File: src/hdl/npd_pkg.sv
package npd_pkg;

	localparam int MAX_TARGETS = 256;
	localparam int ADDR_W      = $clog2(MAX_TARGETS);
	localparam int CNT_W       = ADDR_W + 1;
	localparam int COORD_W     = 16;
	localparam int SQ_W        = 2 * COORD_W;
	localparam int SUM_W       = SQ_W + 1;
	localparam int ROOT_W      = (SUM_W + 1) / 2;
	localparam int RAD_W       = 2 * ROOT_W;
	localparam int REM_W       = ROOT_W + 3;
	localparam int STEP_W      = $clog2(ROOT_W + 1);
	localparam int OP_W        = 2;
	localparam int IN_DATA_W   = 2 * COORD_W;
	localparam int OUT_DATA_W  = ((ROOT_W + 7) / 8) * 8;

	typedef enum logic [OP_W-1:0] {
		OP_CLEAR = 2'd0,
		OP_LOAD  = 2'd1,
		OP_QUERY = 2'd2
	} opcode_t;

	// x sits in the low half, matching the tdata layout
	typedef struct packed {
		logic signed [COORD_W-1:0] y;
		logic signed [COORD_W-1:0] x;
	} point_t;

	typedef struct packed {
		logic              en;
		logic [ADDR_W-1:0] addr;
	} rd_req_t;

endpackage

File: src/hdl/npd_isqrt.sv
module npd_isqrt (
	input  logic                        clk,
	input  logic                        arst_n,
	input  logic                        start,
	input  logic [npd_pkg::SUM_W-1:0]   radicand,
	output logic [npd_pkg::ROOT_W-1:0]  root,
	output logic                        done
);
	import npd_pkg::*;

	logic [RAD_W-1:0]  rad_q;
	logic [REM_W-1:0]  rem_q;
	logic [ROOT_W-1:0] root_q;
	logic [STEP_W-1:0] step_q;
	logic              busy_q;
	logic              done_q;
	logic [REM_W-1:0]  cur;
	logic [REM_W-1:0]  trial;
	logic              ge;

	// one result bit per cycle, two radicand bits shifted in each step
	always_comb begin
		cur   = {rem_q[REM_W-3:0], rad_q[RAD_W-1 -: 2]};
		trial = {1'b0, root_q, 2'b01};
		ge    = cur >= trial;
	end

	always_ff @(posedge clk or negedge arst_n) begin
		if (!arst_n) begin
			rad_q  <= '0;
			rem_q  <= '0;
			root_q <= '0;
			step_q <= '0;
			busy_q <= 1'b0;
			done_q <= 1'b0;
		end else if (start) begin
			rad_q  <= {{(RAD_W-SUM_W){1'b0}}, radicand};
			rem_q  <= '0;
			root_q <= '0;
			step_q <= STEP_W'(ROOT_W);
			busy_q <= 1'b1;
			done_q <= 1'b0;
		end else if (busy_q) begin
			rad_q  <= {rad_q[RAD_W-3:0], 2'b00};
			rem_q  <= ge ? cur - trial : cur;
			root_q <= {root_q[ROOT_W-2:0], ge};
			step_q <= step_q - STEP_W'(1);
			if (step_q == STEP_W'(1)) begin
				busy_q <= 1'b0;
				done_q <= 1'b1;
			end
		end
	end

	assign root = root_q;
	assign done = done_q;

endmodule

File: config.mk
export PLATFORM = sky130hd
export DESIGN_NAME = npd_isqrt
export DESIGN_NICKNAME = d
export VERILOG_FILES = /design/src/hdl/npd_pkg.sv /design/src/hdl/npd_isqrt.sv
export SDC_FILE = /design/constraint.sdc
export NUM_CORES = 1
export LEC_CHECK = 0
export ABC_CLOCK_PERIOD_IN_PS = 3300
export BUFFER_PORTS_ARGS = -buffer_cell sky130_fd_sc_hd__buf_2
export CAP_MARGIN = 0
export CELL_PAD_IN_SITES_DETAIL_PLACEMENT = 1
export CELL_PAD_IN_SITES_GLOBAL_PLACEMENT = 1
export CORE_ASPECT_RATIO = 1.75
export CORE_UTILIZATION = 30
export DETAILED_ROUTE_END_ITERATION = 7
export HOLD_SLACK_MARGIN = 0.1
export PLACE_DENSITY = 0.61
export SLEW_MARGIN = 20
export SYNTH_ARGS = -nofsm -noshare
export SYNTH_HDL_FRONTEND = slang
export SYNTH_SLANG_ARGS = --single-unit
File: constraint.sdc
create_clock -name clk -period 3.3 [get_ports clk]
set_input_delay 0.495 -clock clk [delete_from_list [all_inputs] [get_ports clk]]
set_output_delay 0.495 -clock clk [all_outputs]
set_load 0.02 [all_outputs]
==> metrics <==
status complete, no violations; slowest cell on the critical path a31oi_1; setup ws final roughly 0.46 ns; Worst path top cell family by delay compound AO/OA/AOI/OAI gates; unrepaired setup endpoints after global routing no; Chip Height 164 um; P_sw 1950 uW; synth top area cells dfrtp_1, mux2i_1, ha_1; Starting Density slightly above 30%; PD cells 885 mW/mm2; worst relative slew slack 51.5%; IO Port Bufs 53; placed inst area 0.00494 mm2; YS warnings 0; largest net degree at the start of global routing 73; share of cells above drive strength 1 16.2%; Final period util 86.0%; Critical Path RT 3.54 ns; sequential share of power a little over a quarter; Top FF cell, synth dfrtp_1; post-synthesis sequential area ratio about 42%; Die ar. 0.0155 mm2; Final HPWL DP 8.85 mm; Root Buffer clkbuf_16; total iterations of the first detailed-routing run 4; number of synthesized flops with an enable pin 0; CTS Sinks 76; number of gates resized after CTS 0; ANT nets after route 0; Syn Nets 549; initial antenna violation count 0; CP max FO 11; # IOs 54; CP endpoint kind flip-flop; register bit total from synthesis 76; nets 595; worst skew pair latency 0.34 ns; Setup CP Type reg -> reg; die width 94.5 um; Max Freq 352 MHz; r2r startpoint root[4]; r2r endpoint rem_q[2]; GRT Overall Usage ~17%; reg2reg setup slack 0.46 ns; clock buffer depth 2; Critical Path AT 3.08 ns; DRC viols 0; library cells used by synthesis 52; largest area contributor in the netlist dfrtp_1; Rows 58; switching power share of the total 42.0%; R2R cell count 9; max cap viols 0; Synth-to-Final Area Change 16.9%; Iter 0 DRT Violations 129; Routed WL 12.2 mm; share of the synthesized area in the top cell type between 40% and 50%; Final Hold Viols 0; htree depth 3; Worst-path clk slew 0.06 ns; Layout Utilization between 30% and 40%; worst slack, placed 0.431 ns; post-route cell area 0.00525 mm2; core footprint 0.0145 mm2; routed len/inst 16.8 um; Antenna Cells 0; clock skew ~0.0073 ns; vias in the first global route 4168; crit-path max cell delay 0.46 ns; FF+latch area 0.00191 mm2; CTS tree yes; Worst VDD drop between 300 and 400 uV; Setup-failing EPs final 0; Buf/Inv on CP 2; post-synthesis cell area 0.00449 mm2; Slew @ Worst Pin 0.728 ns; P_int roughly 2700 uW; Worst setup SP type flip-flop; CP Cell Sequence inv_1 -> ha_1 -> nand2_1 -> o21ai_0 -> o21ai_2 -> a31oi_1 -> buf_4 -> nand3_1 -> a311oi_1; Gate Count Post-Synth 492; CTS Hold Buffers Added 0; Worst Hold Class in -> async; WHS ~0.16 ns; setup TNS 0 ns; vias 3764; first-pass GRT wire length 20.6 mm; Mapped Avg Cell Area 9.13 um2; LEAKAGE 0.00270 uW; Via density 5.21; Final Max Tran Viols 0; # fillers 1741; fin crit period 2.84 ns; combinational share of power about half; power share of the clock group 22.2%; ys async rst share 100%; Final Wtd Congestion 0.843; area of the multi-input gates approximately 0.0024 mm2; CTS Buf Count 9; post-CTS setup buffer count 0; total grt overflow 0
-- cells by family after synthesis --
| group | after synthesis | share of synthesized area (%) |
|---|---|---|
| simple gates | 161 | 16.2 |
| compound gates | 118 | 17.0 |
| flops | 76 | 42.4 |
| buf+inv | 52 | 4.60 |
| mux | 51 | 11.4 |
| fa+ha+maj | 21 | 5.85 |
| xor+xnor | 13 | 2.54 |
-- worst max path at each step --
stage,start,endpoint,slack [ns],cells past startpoint
after floorplan,root[15],rem_q[1],0.80,8
after global placement,root[9],rem_q[2],0.57,9
after detailed placement,root[4],rem_q[2],0.43,9
after CTS,root[4],rem_q[2],0.37,9
after global routing,root[4],rem_q[2],0.23,9
final,root[4],rem_q[2],0.46,9
-- through the flow --
step | std cells | total power (uW)
floorplan | 492 | 3040
global placement | 707 | 3580
detailed placement | 707 | 3630
CTS | 723 | 4690
global route | 723 | 5000
finish | 723 | 4650
-- cell usage in the layout (no fill, tap or decap), drive strengths merged, types with 2 or more instances in the layout --
cell and count:
a211oi 4, nor3 8, inv 25, xnor2 9, nand3 8, o21ai 52
nand4 2, nor2 54, o21a 2, nor2b 2, dfrtp 76, a311oi 13
ha 21, and3 2, nand2b 3, buf 62, or2 2, nand2 68
a32oi 3, nor3b 2, a21oi 16, o211ai 8, xor2 4, nor4 4
mux2i 50, a41oi 3, clkbuf 13, a31oi 3, a21o 7, clkinvlp 2
-- state kept, by name, indices dropped and copies added, names as in the netlist --
signal / count
rad_q: 34
rem_q: 18
root: 17
step_q: 5
busy_q: 1
done: 1
-- per-layer routing --
metal  share of wire (%)  global-route usage, %  vias up
met4                 2.1                   6.61        0
met5                   0                      0        -
met1                  39                   18.7     1850
li1                    -                      -     1825
met3                 2.7                   2.69       21
met2                  56                   32.2       68
-- cell usage after synthesis (all sizes together), types with 4 or more instances --
master,number
a21o,7
xnor2,9
xor2,4
a211oi,4
o211ai,8
ha,21
a21oi,16
a311oi,13
mux2i,50
nor3,8
clkbuf,18
inv,25
dfrtp,76
nor2,54
nor4,4
nand3,8
nand2,68
buf,9
o21ai,52
-- power by group through the flow --
stage	logic, uW	registers [uW]	clock network (uW)
after global placement	2300	1290	0
after global routing	2620	1300	1090
after detailed placement	2340	1290	0
final	2340	1270	1030
after CTS	2360	1280	1050
after floorplan	1780	1250	0
-- cell type report --
class,count,area share (%)
Tap cell,180,4.29
Clock buffer,13,4.96
Timing Repair Buffer,62,6.39
Clock inverter,3,0.858
Sequential cell,76,36.3
Multi-Input combinational cell,364,45.4
Inverter,25,1.79
Note: power is estimated with default switching activity, not from simulation.
