--- config.mk ---
export PLATFORM = sky130hd
export DESIGN_NAME = npd_dist
export DESIGN_NICKNAME = d
export VERILOG_FILES = /design/src/hdl/npd_pkg.sv /design/src/hdl/npd_dist.sv
export SDC_FILE = /design/constraint.sdc
export NUM_CORES = 1
export LEC_CHECK = 0
export CELL_PAD_IN_SITES_DETAIL_PLACEMENT = 0
export CELL_PAD_IN_SITES_GLOBAL_PLACEMENT = 1
export CORE_MARGIN = 2
export CORE_UTILIZATION = 37
export DETAILED_ROUTE_END_ITERATION = 12
export DONT_BUFFER_PORTS = 1
export PLACE_DENSITY = 0.66
export SLEW_MARGIN = 20
export SYNTH_ARGS = -nofsm -noshare
export SYNTH_HDL_FRONTEND = slang
export SYNTH_SLANG_ARGS = --single-unit
export TNS_END_PERCENT = 30
--- constraint.sdc ---
create_clock -name clk -period 14.3 [get_ports clk]
set_clock_uncertainty 0.15 [all_clocks]
set_input_delay 2.86 -clock clk [delete_from_list [all_inputs] [get_ports clk]]
set_output_delay 2.86 -clock clk [all_outputs]
set_load 0.02 [all_outputs]
--- src/hdl/npd_pkg.sv ---
package npd_pkg;

	localparam int MAX_TARGETS = 256;
	localparam int ADDR_W      = $clog2(MAX_TARGETS);
	localparam int CNT_W       = ADDR_W + 1;
	localparam int COORD_W     = 16;
	localparam int SQ_W        = 2 * COORD_W;
	localparam int SUM_W       = SQ_W + 1;
	localparam int ROOT_W      = (SUM_W + 1) / 2;
	localparam int RAD_W       = 2 * ROOT_W;
	localparam int REM_W       = ROOT_W + 3;
	localparam int STEP_W      = $clog2(ROOT_W + 1);
	localparam int OP_W        = 2;
	localparam int IN_DATA_W   = 2 * COORD_W;
	localparam int OUT_DATA_W  = ((ROOT_W + 7) / 8) * 8;

	typedef enum logic [OP_W-1:0] {
		OP_CLEAR = 2'd0,
		OP_LOAD  = 2'd1,
		OP_QUERY = 2'd2
	} opcode_t;

	// x sits in the low half, matching the tdata layout
	typedef struct packed {
		logic signed [COORD_W-1:0] y;
		logic signed [COORD_W-1:0] x;
	} point_t;

	typedef struct packed {
		logic              en;
		logic [ADDR_W-1:0] addr;
	} rd_req_t;

endpackage

--- src/hdl/npd_dist.sv ---
module npd_dist (
	input  logic                        clk,
	input  logic                        arst_n,
	input  logic                        start,
	input  logic                        in_valid,
	input  npd_pkg::point_t             tgt,
	input  npd_pkg::point_t             qry,
	output logic [npd_pkg::SUM_W-1:0]   best,
	output logic                        busy
);
	import npd_pkg::*;

	logic signed [COORD_W:0] diff_x, diff_y;
	logic [COORD_W-1:0]      abs_x, abs_y;
	logic [COORD_W-1:0]      dx_s2, dy_s2;
	logic                    v_s2;
	logic [SQ_W-1:0]         sqx_s3, sqy_s3;
	logic                    v_s3;
	logic [SUM_W-1:0]        sum;
	logic [SUM_W-1:0]        best_q;
	logic                    first_q;

	always_comb begin
		diff_x = {qry.x[COORD_W-1], qry.x} - {tgt.x[COORD_W-1], tgt.x};
		diff_y = {qry.y[COORD_W-1], qry.y} - {tgt.y[COORD_W-1], tgt.y};
		abs_x  = diff_x[COORD_W] ? COORD_W'(-diff_x) : diff_x[COORD_W-1:0];
		abs_y  = diff_y[COORD_W] ? COORD_W'(-diff_y) : diff_y[COORD_W-1:0];
		sum    = {1'b0, sqx_s3} + {1'b0, sqy_s3};
	end

	always_ff @(posedge clk) begin
		dx_s2  <= abs_x;
		dy_s2  <= abs_y;
		sqx_s3 <= SQ_W'(dx_s2) * SQ_W'(dx_s2);
		sqy_s3 <= SQ_W'(dy_s2) * SQ_W'(dy_s2);
	end

	always_ff @(posedge clk or negedge arst_n) begin
		if (!arst_n) begin
			v_s2    <= 1'b0;
			v_s3    <= 1'b0;
			best_q  <= '0;
			first_q <= 1'b1;
		end else begin
			v_s2 <= in_valid;
			v_s3 <= v_s2;
			if (start) begin
				best_q  <= '0;
				first_q <= 1'b1;
			end else if (v_s3) begin
				// keep the smaller squared distance
				if (first_q || sum < best_q) begin
					best_q <= sum;
				end
				first_q <= 1'b0;
			end
		end
	end

	assign best = best_q;
	assign busy = in_valid | v_s2 | v_s3;

endmodule

==> results.py, run 1 <==
metrics = {
    "status": {
        "status": "finished, final reports clean",
    },
    "synth": {
        "syn_nets": 3192,
        "synth_edf_count": 0,
        "synth-seq-area-share": 0.126,
        "synth_cell_types": 67,
        "synth_cells": 2495,
        "syn-cell-area_um2": 22000,
        "ys_warn_count": 0,
        "synth-seq-cells": 130,
        "synthFlopType": "dfxtp_1",
        "syn_avg_cell_area_um2": 8.83,
        "async_flop_share": 0.277,
    },
    "clock_tree": {
        "holdBufCountCts": 0,
        "cts_setup_buffers": 0,
        "cts.clk_slew.worst_paths_ns": 0.06,
        "cts_tree": "built",
        "clk_latency_ns": 0.47,
        "htree_levels": 4,
        "cts-buffers-inserted": 17,
        "cts_resized": 0,
        "clk_path_buf_depth": 2,
        "cts.sinks": 130,
        "cts_root_buf": "clkbuf_16",
    },
    "sta": {
        "period_minus_slack_ns": 7.05,
        "tightest_slew_ns": 0.799,
        "slew_violations": 0,
        "setup_tns_ns": 0,
        "fmax_ghz": 0.142,
        "relSlewSlack": 0.466,
        "post-route-period-util": 0.493,
        "rsz0062_at_grt": "no",
        "fin_hold_ws_ns": 0.224,
        "setup_violations": 0,
        "hold_viol": 0,
    },
    "global_routing": {
        "grtUsageTotal": 0.167,
        "grt_pass1_wl_mm": 81.4,
        "antenna_found_initial": 0,
        "grt_max_degree": 38,
        "first_global_vias": 16500,
        "overflow": 0,
    },
    "place": {
        "routabilityCongestion": 0.859,
        "placement.io_buffers": 0,
        "dp_hpwl_mm": 40.6,
    },
    "layout": {
        "area_growth_pct": 6.54,
        "nNetsFinal": 3164,
        "final_cell_mix": "inv_1, fa_1, ha_1",
        "diodes": 0,
        "fillCellCount": 5920,
        "drive_above_1_share": 0.0262,
        "final_common_cell": "inv_1",
    },
    "hold_path": {
        "min_path_type": "reg2reg",
    },
    "worst_setup_path": {
        "r2r_slack_ns": 7.25,
        "path_class": "reg2reg",
        "startpoint_type": "flop",
        "worstSetupStartpoint": "dy_s2[2]$_DFF_P_",
        "r2r_end": "sqy_s3[30]$_DFF_P_",
        "end_kind": "flop",
        "arrival_ns": 7.26,
        "worstPathRequired_ns": 14.51,
        "crit_path_end": "sqy_s3[30]$_DFF_P_",
        "crit_fanout": 16,
        "r2r_start": "dy_s2[2]$_DFF_P_",
        "worst_r2r_path_depth": 24,
    },
    "floorplanning": {
        "die_x_um": 248,
        "coreArea_um2": 58900,
        "pin_count": 102,
        "die-area_um2": 61500,
        "initial_core_util": 0.374,
        "die_h_um": 248,
        "fp-row-count": 89,
    },
    "routing": {
        "drc": 0,
        "drtIter0Drc": 749,
        "drtAntennaViolNets": 0,
        "vias": 15900,
        "vias_per_cell": 4.88,
        "wl_per_cell_um": 14.7,
        "firstDrtPassIters": 8,
        "wirelength_mm": 47.9,
    },
    "flow_run": {
        "drv_cap": 0,
    },
}
[worst max-delay path, stage by stage, from the launching register on]
cell and delay (ns):
dfxtp_1 0.56, nand2_1 0.23, inv_1 0.08, fa_1 0.53, inv_1 0.05, fa_1 0.52
inv_1 0.05, fa_1 0.50, inv_1 0.06, fa_1 0.53, inv_1 0.05, fa_1 0.47
inv_1 0.05, fa_1 0.48, inv_1 0.04, ha_1 0.34, o21ai_0 0.10, nor2_1 0.06
o41ai_1 0.43, a21oi_1 0.21, o31ai_1 0.44, nand2_1 0.22, a211oi_1 0.32, nor2_1 0.12
o311ai_0 0.34
[state kept, by name (all words and copies together) (netlist names)]
| signal | count |
|---|---|
| best | 33 |
| dx_s2 | 16 |
| dy_s2 | 16 |
| first_q | 1 |
| sqx_s3 | 31 |
| sqy_s3 | 31 |
| v_s2 | 1 |
| v_s3 | 1 |
[area by class of cell]
type | instances | area [µm²] | share of cell area
repair buffers | 1 | 7.51 | 0.000320
clock inverters | 15 | 219 | 0.00933
clock buffers | 17 | 425 | 0.0181
multi-input cells | 1710 | 16800 | 0.715
well taps | 773 | 967 | 0.0412
flip-flops and latches | 130 | 2780 | 0.119
inverters | 607 | 2280 | 0.0971
[synth_stat cells, types with 31 or more instances]
cell type / count / area [µm²]
mux2i_1: 31 / 310
nor2_1: 156 / 586
ha_1: 303 / 3790
fa_1: 326 / 6530
and2_1: 81 / 507
a21oi_1: 105 / 526
dfrtp_1: 35 / 876
o21ai_0: 53 / 265
a21o_1: 41 / 308
nand2_1: 189 / 709
clkbuf_1: 45 / 169
xor2_1: 45 / 394
inv_1: 607 / 2280
xnor2_1: 99 / 867
dfxtp_1: 94 / 1880
[metal layers]
layer	GRT usage	vias up	part of all wire
li1	-	7764	-
met1	0.226	7833	0.47
met2	0.277	227	0.48
met3	0.0279	36	0.041
met4	0.0424	0	0.015
met5	0	-	0
[worst min path at each step]
stage / startpoint / to / slack, ns / depth (start not counted)
after detailed placement: v_s2$_DFF_PN0_ / v_s3$_DFF_PN0_ / 0.21 / 0
after global placement: v_s2$_DFF_PN0_ / v_s3$_DFF_PN0_ / 0.21 / 0
after CTS: v_s2$_DFF_PN0_ / v_s3$_DFF_PN0_ / 0.22 / 0
after global routing: v_s2$_DFF_PN0_ / v_s3$_DFF_PN0_ / 0.23 / 0
after floorplan: v_s2$_DFF_PN0_ / v_s3$_DFF_PN0_ / 0.20 / 0
final: v_s2$_DFF_PN0_ / v_s3$_DFF_PN0_ / 0.22 / 0
[stage by stage]
stage	setup slack [ns]	util	std cells	area, µm²
after floorplan	8.03	-	2495	22000
after global placement	7.43	0.387	3221	22800
after detailed placement	7.31	0.387	3221	22800
after CTS	7.27	0.398	3253	23500
after global routing	6.83	0.398	3253	23500
final	7.25	0.398	3253	23500
[kinds of logic after synthesis]
group	share of synthesized area
buffers and inverters	0.112
adders and majority gates	0.468
and+or+nand+nor	0.119
AOI/OAI and AO/OA	0.101
xor gates and xnor gates	0.0573
DFF	0.126
muxes	0.0166
Power of run 1 is left out: the tool's default activity adds up to more than one toggle a clock period on the data nets, which glitch-free logic cannot reach.
==> run 2, diff against run 1 <==
Settings changed: ABC_AREA set to 1, PLACE_DENSITY 0.66 to 0.7.
Clock period 14.3 ns to 6 ns, I/O delays scaled along.
==> run 2 against run 1 <==
Effect of this change: register-to-register slack got worse by 6.9 ns; worst hold slack gained 0.011 ns; via count increased by 16%; global-route usage is 0.33 points higher; final area up 7.4%; maximum frequency up 25%; die area rose by 7.0%; synthesized area grew 7.1%; critical endpoint is now sqx_s3[29]$_DFF_P_; highest routed layer unchanged.
==> results.py, run 2 <==
metrics = {
    "synth": {
        "synthFlopType": "dfxtp_1",
        "ys_top_cells_by_count": "inv_1, nand2_1, fa_1",
        "synth-seq-area-share": 0.118,
        "synth_top_area_share": 0.277,
        "synth_cells": 3127,
        "synth_area_leaders": "fa_1, ha_1, inv_1",
        "ys_warn_count": 0,
        "synth-seq-cells": 130,
        "synth_edf_count": 0,
        "async_flop_share": 0.277,
        "synth_most_common_cell": "inv_1",
        "syn_avg_cell_area_um2": 7.55,
        "yosys.area.top_type": "fa_1",
        "synth_cell_types": 48,
        "syn-cell-area_um2": 23600,
        "syn_nets": 3824,
    },
    "global_routing": {
        "grt_pass1_wl_mm": 92.4,
        "met1_usage": 0.227,
        "first_global_vias": 19400,
        "grtUsageMet2": 0.292,
        "top_usage_layer": "met2",
        "grt_use_met3": 0.0223,
        "grt_max_degree": 54,
        "overflow": 0,
        "grtUsageTotal": 0.170,
        "antenna_found_initial": 0,
    },
    "worst_setup_path": {
        "startpoint_type": "flop",
        "end_kind": "flop",
        "arrival_ns": 5.84,
        "critical_path_buf_inv_count": 7,
        "worst_r2r_path_depth": 25,
        "crit_slowest_cell": "fa_1",
        "crit_fanout": 9,
        "path_class": "reg2reg",
        "cpPeakStageDelay_ns": 0.54,
        "crit_family": "adder cells",
        "worstPathRequired_ns": 6.20,
        "path_depth": 25,
    },
    "place": {
        "routabilityCongestion": 0.879,
        "dp_hpwl_mm": 47.7,
        "placement.io_buffers": 0,
        "placed_cells": 3938,
    },
    "layout": {
        "final_cell_mix": "inv_1, nand2_1, fa_1",
        "final_common_cell": "inv_1",
        "nNetsFinal": 3808,
        "stdcell_count": 3970,
        "diodes": 0,
        "area_growth_pct": 6.79,
        "final_core_util": 0.400,
        "largest_reg_flops": 33,
        "drive_above_1_share": 0.0490,
    },
    "clock_tree": {
        "cts.clk_slew.worst_paths_ns": 0.07,
        "cts_setup_buffers": 0,
        "cts.sinks": 130,
        "clk_latency_ns": 0.46,
        "holdBufCountCts": 0,
        "cts_resized": 0,
        "cts_tree": "built",
        "clk_path_buf_depth": 2,
        "cts-buffers-inserted": 17,
        "htree_levels": 4,
        "cts_root_buf": "clkbuf_16",
    },
    "routing": {
        "drtIter0Drc": 753,
        "drc": 0,
        "vias_per_cell": 4.64,
        "wirelength_mm": 53.9,
        "vias": 18400,
        "drtAntennaViolNets": 0,
        "firstDrtPassIters": 7,
        "wl_per_cell_um": 13.6,
    },
    "sta": {
        "hold_viol": 0,
        "relSlewSlack": 0.548,
        "slew_violations": 0,
        "fmax_ghz": 0.177,
        "setup_violations": 0,
        "post-route-period-util": 0.941,
        "tightest_slew_ns": 0.677,
        "rsz0062_at_grt": "yes",
        "period_minus_slack_ns": 5.65,
    },
    "hold_path": {
        "min_path_type": "reg2reg",
        "holdPathStages": 0,
    },
    "flow_run": {
        "drv_cap": 0,
    },
    "floorplanning": {
        "coreArea_um2": 63100,
        "die_h_um": 257,
        "initial_core_util": 0.374,
        "die-area_um2": 65800,
        "die_x_um": 257,
        "fp-row-count": 92,
        "pin_count": 102,
    },
    "status": {
        "status": "finished, final reports clean",
    },
}
==> run 2: cell types whose count changed in the layout (fill, tap and decap cells not counted), moves of 35 or more <==
cell	previous run	this run
inv_1	607	800
buf_4	1	36
xnor2_1	99	40
nand3_1	24	86
xor2_1	45	81
and2_1	81	2
nand2_1	189	745
==> run 2: path summary, 6_finish.rpt <==
path                            slack, ns        startpoint                  end
worst max-delay path                 0.35  dx_s2[3]$_DFF_P_   sqx_s3[29]$_DFF_P_
worst min-delay path                 0.23    v_s2$_DFF_PN0_       v_s3$_DFF_PN0_
worst max register to register       0.35  dx_s2[3]$_DFF_P_   sqx_s3[29]$_DFF_P_
worst min register to register       0.23    v_s2$_DFF_PN0_       v_s3$_DFF_PN0_
max in group asynchronous            5.24            arst_n  first_q$_DFFE_PN1P_
min in group asynchronous            0.27            arst_n  best[3]$_DFFE_PN0P_
==> run 2: cell families (layout without fill, tap and decap cells) <==
family                     Yosys count  in the layout  share of synthesized area
buffers and inverters              873            870                      0.141
DFF                                130            130                      0.118
AOI/OAI and AO/OA                  272            272                     0.0663
and+or+nand+nor                   1099           1099                      0.190
xor gates and xnor gates           124            124                     0.0470
adders and majority gates          629            629                      0.437
==> run 2: area by class of cell <==
cell class / count / area, µm²
flip-flops and latches: 130 / 2810
fillers: 6648 / 37900
inverters: 802 / 3010
multi-input cells: 2124 / 17500
clock inverters: 13 / 129
well taps: 846 / 1060
clock buffers: 19 / 433
repair buffers: 36 / 270
==> run 2: metrics by stage <==
stage / TNS, ns / hold slack (ns) / setup slack [ns] / area (µm²)
after floorplan: 0 / 0.179 / 0.395 / 23600
after global placement: 0 / 0.216 / 0.211 / 24600
after detailed placement: 0 / 0.220 / 0.141 / 24600
after CTS: 0 / 0.236 / 0.0995 / 25200
after global routing: -0.0240 / 0.242 / -0.0240 / 25200
final: 0 / 0.235 / 0.353 / 25200
==> run 2: routing by layer <==
layer | routed length (µm) | part of all wire | vias to the layer above
li1 | - | - | 9302
met1 | 25500 | 0.47 | 8783
met2 | 25700 | 0.48 | 299
met3 | 1840 | 0.034 | 41
met4 | 801 | 0.015 | 0
met5 | 0 | 0 | -
Power of run 2 is left out for the same reason.
==> run 3, diff against run 2 <==
Settings changed: CORE_MARGIN 2 to 1.5.
==> run 3 against run 2 <==
Effect of this change: worst setup slack got worse by 0.11 ns; core utilization about the same; worst hold slack improved by 0.018 ns; global-route usage increased by 0.085 points; critical path depth decreased by 6; largest cell class unchanged; flip-flop and latch count unchanged; register-to-register slack got worse by 0.11 ns; highest routed layer unchanged.
==> results.py, run 3 (same netlist as run 2, synthesis figures left out) <==
metrics = {
    "global_routing": {
        "grt_max_degree": 54,
        "overflow": 0,
        "antenna_found_initial": 0,
        "first_global_vias": 19200,
        "grt_pass1_wl_mm": 92.1,
        "grtUsageTotal": 0.171,
    },
    "sta": {
        "period_minus_slack_ns": 5.76,
        "tightest_slew_ns": 0.668,
        "setup_tns_ns": 0,
        "rsz0062_at_grt": "no",
        "setup_violations": 0,
        "hold_viol": 0,
        "relSlewSlack": 0.555,
        "fmax_ghz": 0.174,
        "slew_violations": 0,
        "post-route-period-util": 0.960,
    },
    "status": {
        "status": "finished, final reports clean",
    },
    "layout": {
        "fillCellCount": 6632,
        "final-seq-area_um2": 2810,
        "diodes": 0,
        "area_growth_pct": 6.82,
        "final_cell_mix": "inv_1, nand2_1, fa_1",
        "nNetsFinal": 3805,
        "multi_input_area_um2": 17500,
        "drive_above_1_share": 0.0490,
        "final_common_cell": "inv_1",
        "largest_reg_flops": 33,
    },
    "worst_setup_path": {
        "worstPathRequired_ns": 6.20,
        "crit_fanout": 10,
        "arrival_ns": 5.96,
        "cpPeakStageDelay_ns": 0.59,
        "crit_slowest_cell": "dfxtp_1",
        "critical_path_buf_inv_count": 5,
        "end_kind": "flop",
        "cp_common_cell": "fa_1",
        "r2r_slack_ns": 0.24,
        "crit_family": "adder cells",
        "path_class": "reg2reg",
        "crit_chain": "buf_4 > nand2_1 > fa_1 > inv_1 > fa_1 > inv_1 > fa_1 > inv_1 > fa_1 > fa_1 > ha_1 > ha_1 > nand2_1 > inv_1 > a21boi_0 > o21ai_0 > a31oi_1 > o211ai_1 > xor2_1",
        "startpoint_type": "flop",
    },
    "place": {
        "placement.io_buffers": 0,
        "routabilityCongestion": 0.883,
        "dp_hpwl_mm": 47.3,
    },
    "clock_tree": {
        "cts_resized": 0,
        "cts.clk_slew.worst_paths_ns": 0.06,
        "cts_root_buf": "clkbuf_16",
        "clk_latency_ns": 0.47,
        "cts-buffers-inserted": 17,
        "cts_setup_buffers": 0,
        "clk_path_buf_depth": 2,
        "cts_tree": "built",
        "cts.sinks": 130,
        "holdBufCountCts": 0,
        "htree_levels": 4,
    },
    "floorplanning": {
        "die-area_um2": 65300,
        "coreArea_um2": 63100,
        "pin_count": 102,
        "initial_core_util": 0.374,
        "die_h_um": 256,
        "die_x_um": 256,
        "fp-row-count": 92,
    },
    "routing": {
        "vias": 18400,
        "drtAntennaViolNets": 0,
        "vias_per_cell": 4.63,
        "drc": 0,
        "drtIter0Drc": 824,
        "wl_per_cell_um": 13.5,
        "wirelength_mm": 53.7,
        "firstDrtPassIters": 8,
    },
    "flow_run": {
        "drv_cap": 0,
    },
    "hold_path": {
        "min_path_type": "reg2reg",
    },
}
[run 3: final cells by class]
type,instances,area share
repair buffers,33,0.00983
clock inverters,13,0.00447
well taps,846,0.0420
multi-input cells,2124,0.695
inverters,802,0.119
flip-flops and latches,130,0.111
clock buffers,19,0.0180
[run 3: worst paths after layout]
path                                   startpoint                   to  depth (start not counted)
worst min-delay path               v_s2$_DFF_PN0_       v_s3$_DFF_PN0_                          0
worst max register to register  dy_s2[14]$_DFF_P_   sqy_s3[28]$_DFF_P_                         19
min in group asynchronous                  arst_n  best[2]$_DFFE_PN0P_                          0
worst min register to register     v_s2$_DFF_PN0_       v_s3$_DFF_PN0_                          0
worst max-delay path            dy_s2[14]$_DFF_P_   sqy_s3[28]$_DFF_P_                         19
max in group asynchronous                  arst_n  first_q$_DFFE_PN1P_                          0
[run 3: stage by stage]
step                setup slack [ns]  cells  cell area, µm²  hold slack, ns   util
global placement               0.198   3935           24600           0.214  0.390
floorplan                      0.395   3127           23600           0.179      -
finish                         0.241   3967           25200           0.253  0.400
CTS                           0.0678   3967           25100           0.227  0.399
global route                  0.0135   3967           25200           0.230  0.400
detailed placement            0.0878   3935           24600           0.240  0.390
[run 3: metal layers]
layer,GRT usage,share of wire
met5,0,0
met2,0.298,0.48
met3,0.0235,0.028
met1,0.225,0.48
met4,0.0390,0.014
Power of run 3 is left out for the same reason.
